[config.mk]
export PLATFORM = sky130hd
export DESIGN_NAME = sntw_lookup
export DESIGN_NICKNAME = d
export VERILOG_FILES = /design/src/rtl/core/sntw_pkg.sv /design/src/rtl/core/sntw_lookup.sv
export SDC_FILE = /design/constraint.sdc
export NUM_CORES = 1
export LEC_CHECK = 0
export BUFFER_PORTS_ARGS = -buffer_cell sky130_fd_sc_hd__buf_2
export CORE_MARGIN = 1.5
export CORE_UTILIZATION = 50
export DETAILED_ROUTE_END_ITERATION = 6
export GPL_ROUTABILITY_DRIVEN = 0
export PLACE_DENSITY = 0.8
export SYNTH_ARGS = -nofsm -noshare
export SYNTH_HDL_FRONTEND = slang
export SYNTH_SLANG_ARGS = --single-unit
[constraint.sdc]
create_clock -name vclk -period 11.4
set_clock_uncertainty 0.1 [all_clocks]
set_input_delay 2.28 -clock vclk [all_inputs]
set_output_delay 2.28 -clock vclk [all_outputs]
set_load 0.005 [all_outputs]
[src/rtl/core/sntw_pkg.sv]
`default_nettype none
package sntw_pkg;

  localparam int unsigned SNTW_WINDOW = 1024;

  localparam int unsigned BYTES_W = 26;
  localparam int unsigned PKTS_W  = 11;

  typedef enum logic {
    CMD_PUSH = 1'b0,
    CMD_PEEK = 1'b1
  } cmd_t;

  localparam logic STATUS_OK   = 1'b0;
  localparam logic STATUS_MISS = 1'b1;

  typedef struct packed {
    logic [31:0] handle;
    logic [15:0] length;
  } entry_t;

  // window check of a peeked number
  typedef struct packed {
    logic hit;   // number lies in trail..lead of a non-empty window
    logic wrap;  // number sits past the 2^32 wrap as seen from trail
  } lookup_t;

endpackage
`default_nettype wire

[src/rtl/core/sntw_lookup.sv]
`default_nettype none
module sntw_lookup
  import sntw_pkg::*;
#(
  parameter int unsigned WINDOW = SNTW_WINDOW,
  parameter int unsigned AW     = $clog2(WINDOW)
) (
  input  wire logic [31:0]   seq,
  input  wire logic [31:0]   lead,
  input  wire logic [31:0]   trail,
  input  wire logic [AW-1:0] trail_slot,
  output lookup_t            look,
  output logic [AW-1:0]      slot
);

  // residue of 2^32, applied when the offset from trail crosses the wrap
  localparam logic [63:0]   WRAP64 = 64'h1_0000_0000 % 64'(WINDOW);
  localparam logic [AW+1:0] WRAP_C = WRAP64[AW+1:0];
  localparam logic [AW+1:0] WIN_C  = (AW+2)'(WINDOW);

  logic [31:0]   from_trail;
  logic [31:0]   ahead;
  logic          empty;
  logic [AW+1:0] sum;
  logic [AW+1:0] adj;

  assign from_trail = seq - trail;
  assign ahead      = lead - seq;
  assign empty      = (trail == lead + 32'd1);

  assign look.hit  = !empty && !from_trail[31] && !ahead[31];
  assign look.wrap = (seq < trail);

  // offset is below WINDOW on a hit, so one correction either way suffices
  assign sum = {2'b00, trail_slot} + {2'b00, from_trail[AW-1:0]};
  assign adj = sum - (look.wrap ? WRAP_C : '0);

  always_comb begin
    if (adj[AW+1]) begin
      slot = AW'(adj + WIN_C);
    end else if (adj >= WIN_C) begin
      slot = AW'(adj - WIN_C);
    end else begin
      slot = adj[AW-1:0];
    end
  end

endmodule
`default_nettype wire
---- Word level (Yosys, flattened, before mapping) ----
Index checks and enable logic that the tools add are counted.
cells by class
  add/sub/neg operators ................... 6
  $lt $le $gt $ge ......................... 2
  equal/unequal tests ..................... 1
  mux-type cells .......................... 2
  reduce and logical (&&, ||, !) cells .... 5
operators with widths
  kind                   number
  $sub 32x32->32         2
  $add 32x1->32 const B  1
  $eq 32x32->1           1
  $lt 32x32->1           1
  $mux 10                2
  $add 10x10->11         1
  $ge 11x11->1 const B   1
  $add 10x1->10 const B  1
  $sub 10x1->10 const B  1
  $logic_not 1->1        3
  $logic_and 1x1->1      2
storage, ports and cells
  bits in registers ....................... 0

---- Logic depth before layout (Yosys ltp) ----
  depth in word-level cells ............... 5
  mapped depth ............................ 14
  gate-level depth less buffers ........... 14

---- Worst setup path before layout ----
Ideal clock, no wire load.
  path type ............................... input to output
  start ................................... input seq[0]
  end ..................................... output slot[9]
  arrival time ............................ 4.718 ns
  data required time ...................... 9.020 ns
  path slack .............................. 4.302 ns
  stages .................................. 12
  cells stage by stage .................... inv_1 -> ha_1 -> fa_1 -> inv_1 -> ha_1 -> a21o_1 -> a21oi_1 -> o21bai_1 -> a2111oi_0 -> o31ai_1 -> xnor2_1 -> xnor2_1
on the way
  longest elaborated chain between the ends .. 5
  elaborated cells between the ends (all ways) .. 7
  those cells by class .................... add/sub (4); order compare (1); mux (2)
RTL lines
  element                                        RTL line                              RTL
  from (decl)                                    sntw_lookup.sv:8                      input wire logic [31:0] seq,
  $sub 32x32->32 *                               sntw_lookup.sv:27                     assign from_trail = seq - trail;
  $add 10x10->11 *                               sntw_lookup.sv:35                     assign sum = {2'b00, trail_slot} + {2'b00, from_trail[AW-1:0]};
  $sub 10x1->10 or $ge 11x11->1 (tied branches)  sntw_lookup.sv:42, sntw_lookup.sv:41
  $mux 10                                        sntw_lookup.sv:41                     end else if (adj >= WIN_C) begin
  $mux 10 *                                      sntw_lookup.sv:39                     if (adj[AW+1]) begin
  to (decl)                                      sntw_lookup.sv:13                     output logic [AW-1:0] slot
Every way passes the cells marked *; elsewhere a longest branch is shown, timed or not.

---- Worst setup path after layout ----
Ends and elaborated chain as after synthesis.

==> run metrics <==
status finished, final reports clean; first drt pass iteration count 5; Worst-Margin Slew 645 ps; worst hold-check path type primary input to primary output; Synth top area share 0.259; die area 7470 um2; num sequential 0; Final HPWL DP 8900 um; Wirelength per Cell 14.6 um; CP Launch Point seq[0]; Chip Height 86.4 um; RSZ-0062 raised after global routing false; Overflow after GRT 0; # clk buffers 0; row count 30; Syn Nets 658; top post-synthesis cells by count inv_1, ha_1, a21oi_1, nand2_1, xnor2_1; PwrDens 47.9 nW/um2; I/O pin count 118; Max-Cap Viols 0; sequential standard cell area 0 um2; worst setup path class primary input to primary output; Final Hold Viols 0; gr usage total 0.259; switching pwr 0.106 mW; Tot Pwr 0.198 mW; Layout area overhead 19.2%; first-pass GRT wire length 16000 um; Cell variety after synth 71; Setup WS post-layout 3760 ps; Max Clock Freq 131 MHz; ANT nets after route 0; non-filler cells, final 673; Gate Count Post-Synth 478; DR vias/cell 5.81; nets 775; Antenna diodes 0; Max transition margin 0.559; hold-fix buffers at CTS 0; top cells by area, synth ha_1, inv_1, xnor2_1, xor2_1, a21oi_1; vias in the first global route 3732; drc violations 0; vias post-DR 3912; Setup TNS Final 0 ps; Mapped Area 3480 um2; clock network power share 0; fin crit period 7640 ps; Routed WL 9800 um; initial core utilization 0.515; CP required 9020 ps; Reg power frac 0; Pins Over Slew Limit 0; sw frac 0.535; count of input and output buffers 118; CP Capture Type primary output; pre-CTS setup slack 3760 ps; Iteration-0 DRC Markers 160; final worst-path cycle share 0.670; share of cells above drive strength 1 0.245; most frequent cell after synthesis inv_1; final setup fails 0; leak pwr 2.22 nW; sequential area share after synthesis 0; HP Start trail_slot[0]; CP arrival 5260 ps; dominant cell type by area after synthesis ha_1; largest net degree at the start of global routing 10; Gate power share 1.000; synth warn 0; CP Max Fanout 4; Die Wd 86.4 um; critical path launch point type primary input; Int Power 0.0922 mW; Std-Cell Core Area 6760 um2; buffer count from post-CTS setup fixing 0; Syn Area/Cell 7.28 um2; CTS resizes 0; initial antenna violation count 0; DP Cell Count 673; Max VDD drop 23.5 uV
[cell type report]
cell class / instances / area (um2)
multi-input cells: 398 / 3170
well taps: 80 / 100
repair buffers: 118 / 591
fillers: 635 / 2610
inverters: 77 / 289
[final timing paths]
| kind | end | slack (ps) | depth (start not counted) |
|---|---|---|---|
| setup / recovery | slot[9] | 3760 | 14 |
| hold / removal | slot[0] | 4760 | 3 |
[routing by layer]
metal / global-route usage / wire length, um / vias to the layer above
met3: 0.0181 / 519 / 17
met1: 0.311 / 4040 / 1799
met4: 0.0587 / 165 / 0
li1: - / - / 1974
met5: 0 / 0 / -
met2: 0.496 / 5070 / 122
[metrics by stage]
stage	utilization	cell area [um2]	hold slack, ps
finish	0.614	4150	4760
CTS	0.614	4150	4770
global route	0.614	4150	4790
detailed placement	0.614	4150	4770
global placement	0.614	4150	4750
floorplan	-	3480	4580
[power groups by stage]
stage / Combinational [mW] / Clock (mW) / Sequential (mW)
after CTS: 0.198 / 0 / 0
after global placement: 0.191 / 0 / 0
final: 0.198 / 0 / 0
after floorplan: 0.125 / 0 / 0
after global routing: 0.223 / 0 / 0
after detailed placement: 0.197 / 0 / 0
[cells by family after synthesis]
logic type / count (synthesis) / share of synthesized area
adders and majority gates: 74 / 0.271
muxes: 4 / 0.0115
buffers and inverters: 80 / 0.0899
AOI/OAI and AO/OA: 117 / 0.232
xor gates and xnor gates: 58 / 0.146
and+or+nand+nor: 145 / 0.250
[placed cells by master (no fill, tap or decap), types with 7 or more instances in the layout]
| cell | count |
|---|---|
| buf_2 | 118 |
| inv_1 | 77 |
| ha_1 | 72 |
| nand2_1 | 33 |
| a21oi_1 | 33 |
| xnor2_1 | 32 |
| xor2_1 | 26 |
| nor2_1 | 19 |
| nand4_1 | 16 |
| o21ai_0 | 16 |
| a21o_1 | 12 |
| nand3_1 | 11 |
| and3_1 | 8 |
| nor3_1 | 8 |
| nor4_1 | 8 |
| o21a_1 | 7 |
[worst max-delay path: stages]
cell	delay [ps]
buf_2	90
inv_1	40
ha_1	220
fa_1	420
nor2b_1	130
o21ai_0	110
a21boi_0	260
nor2_1	90
ha_1	330
a2111oi_0	610
o31ai_1	210
xnor2_1	220
xnor2_1	130
buf_2	130
No activity file was read; power rests on OpenSTA's default activity.
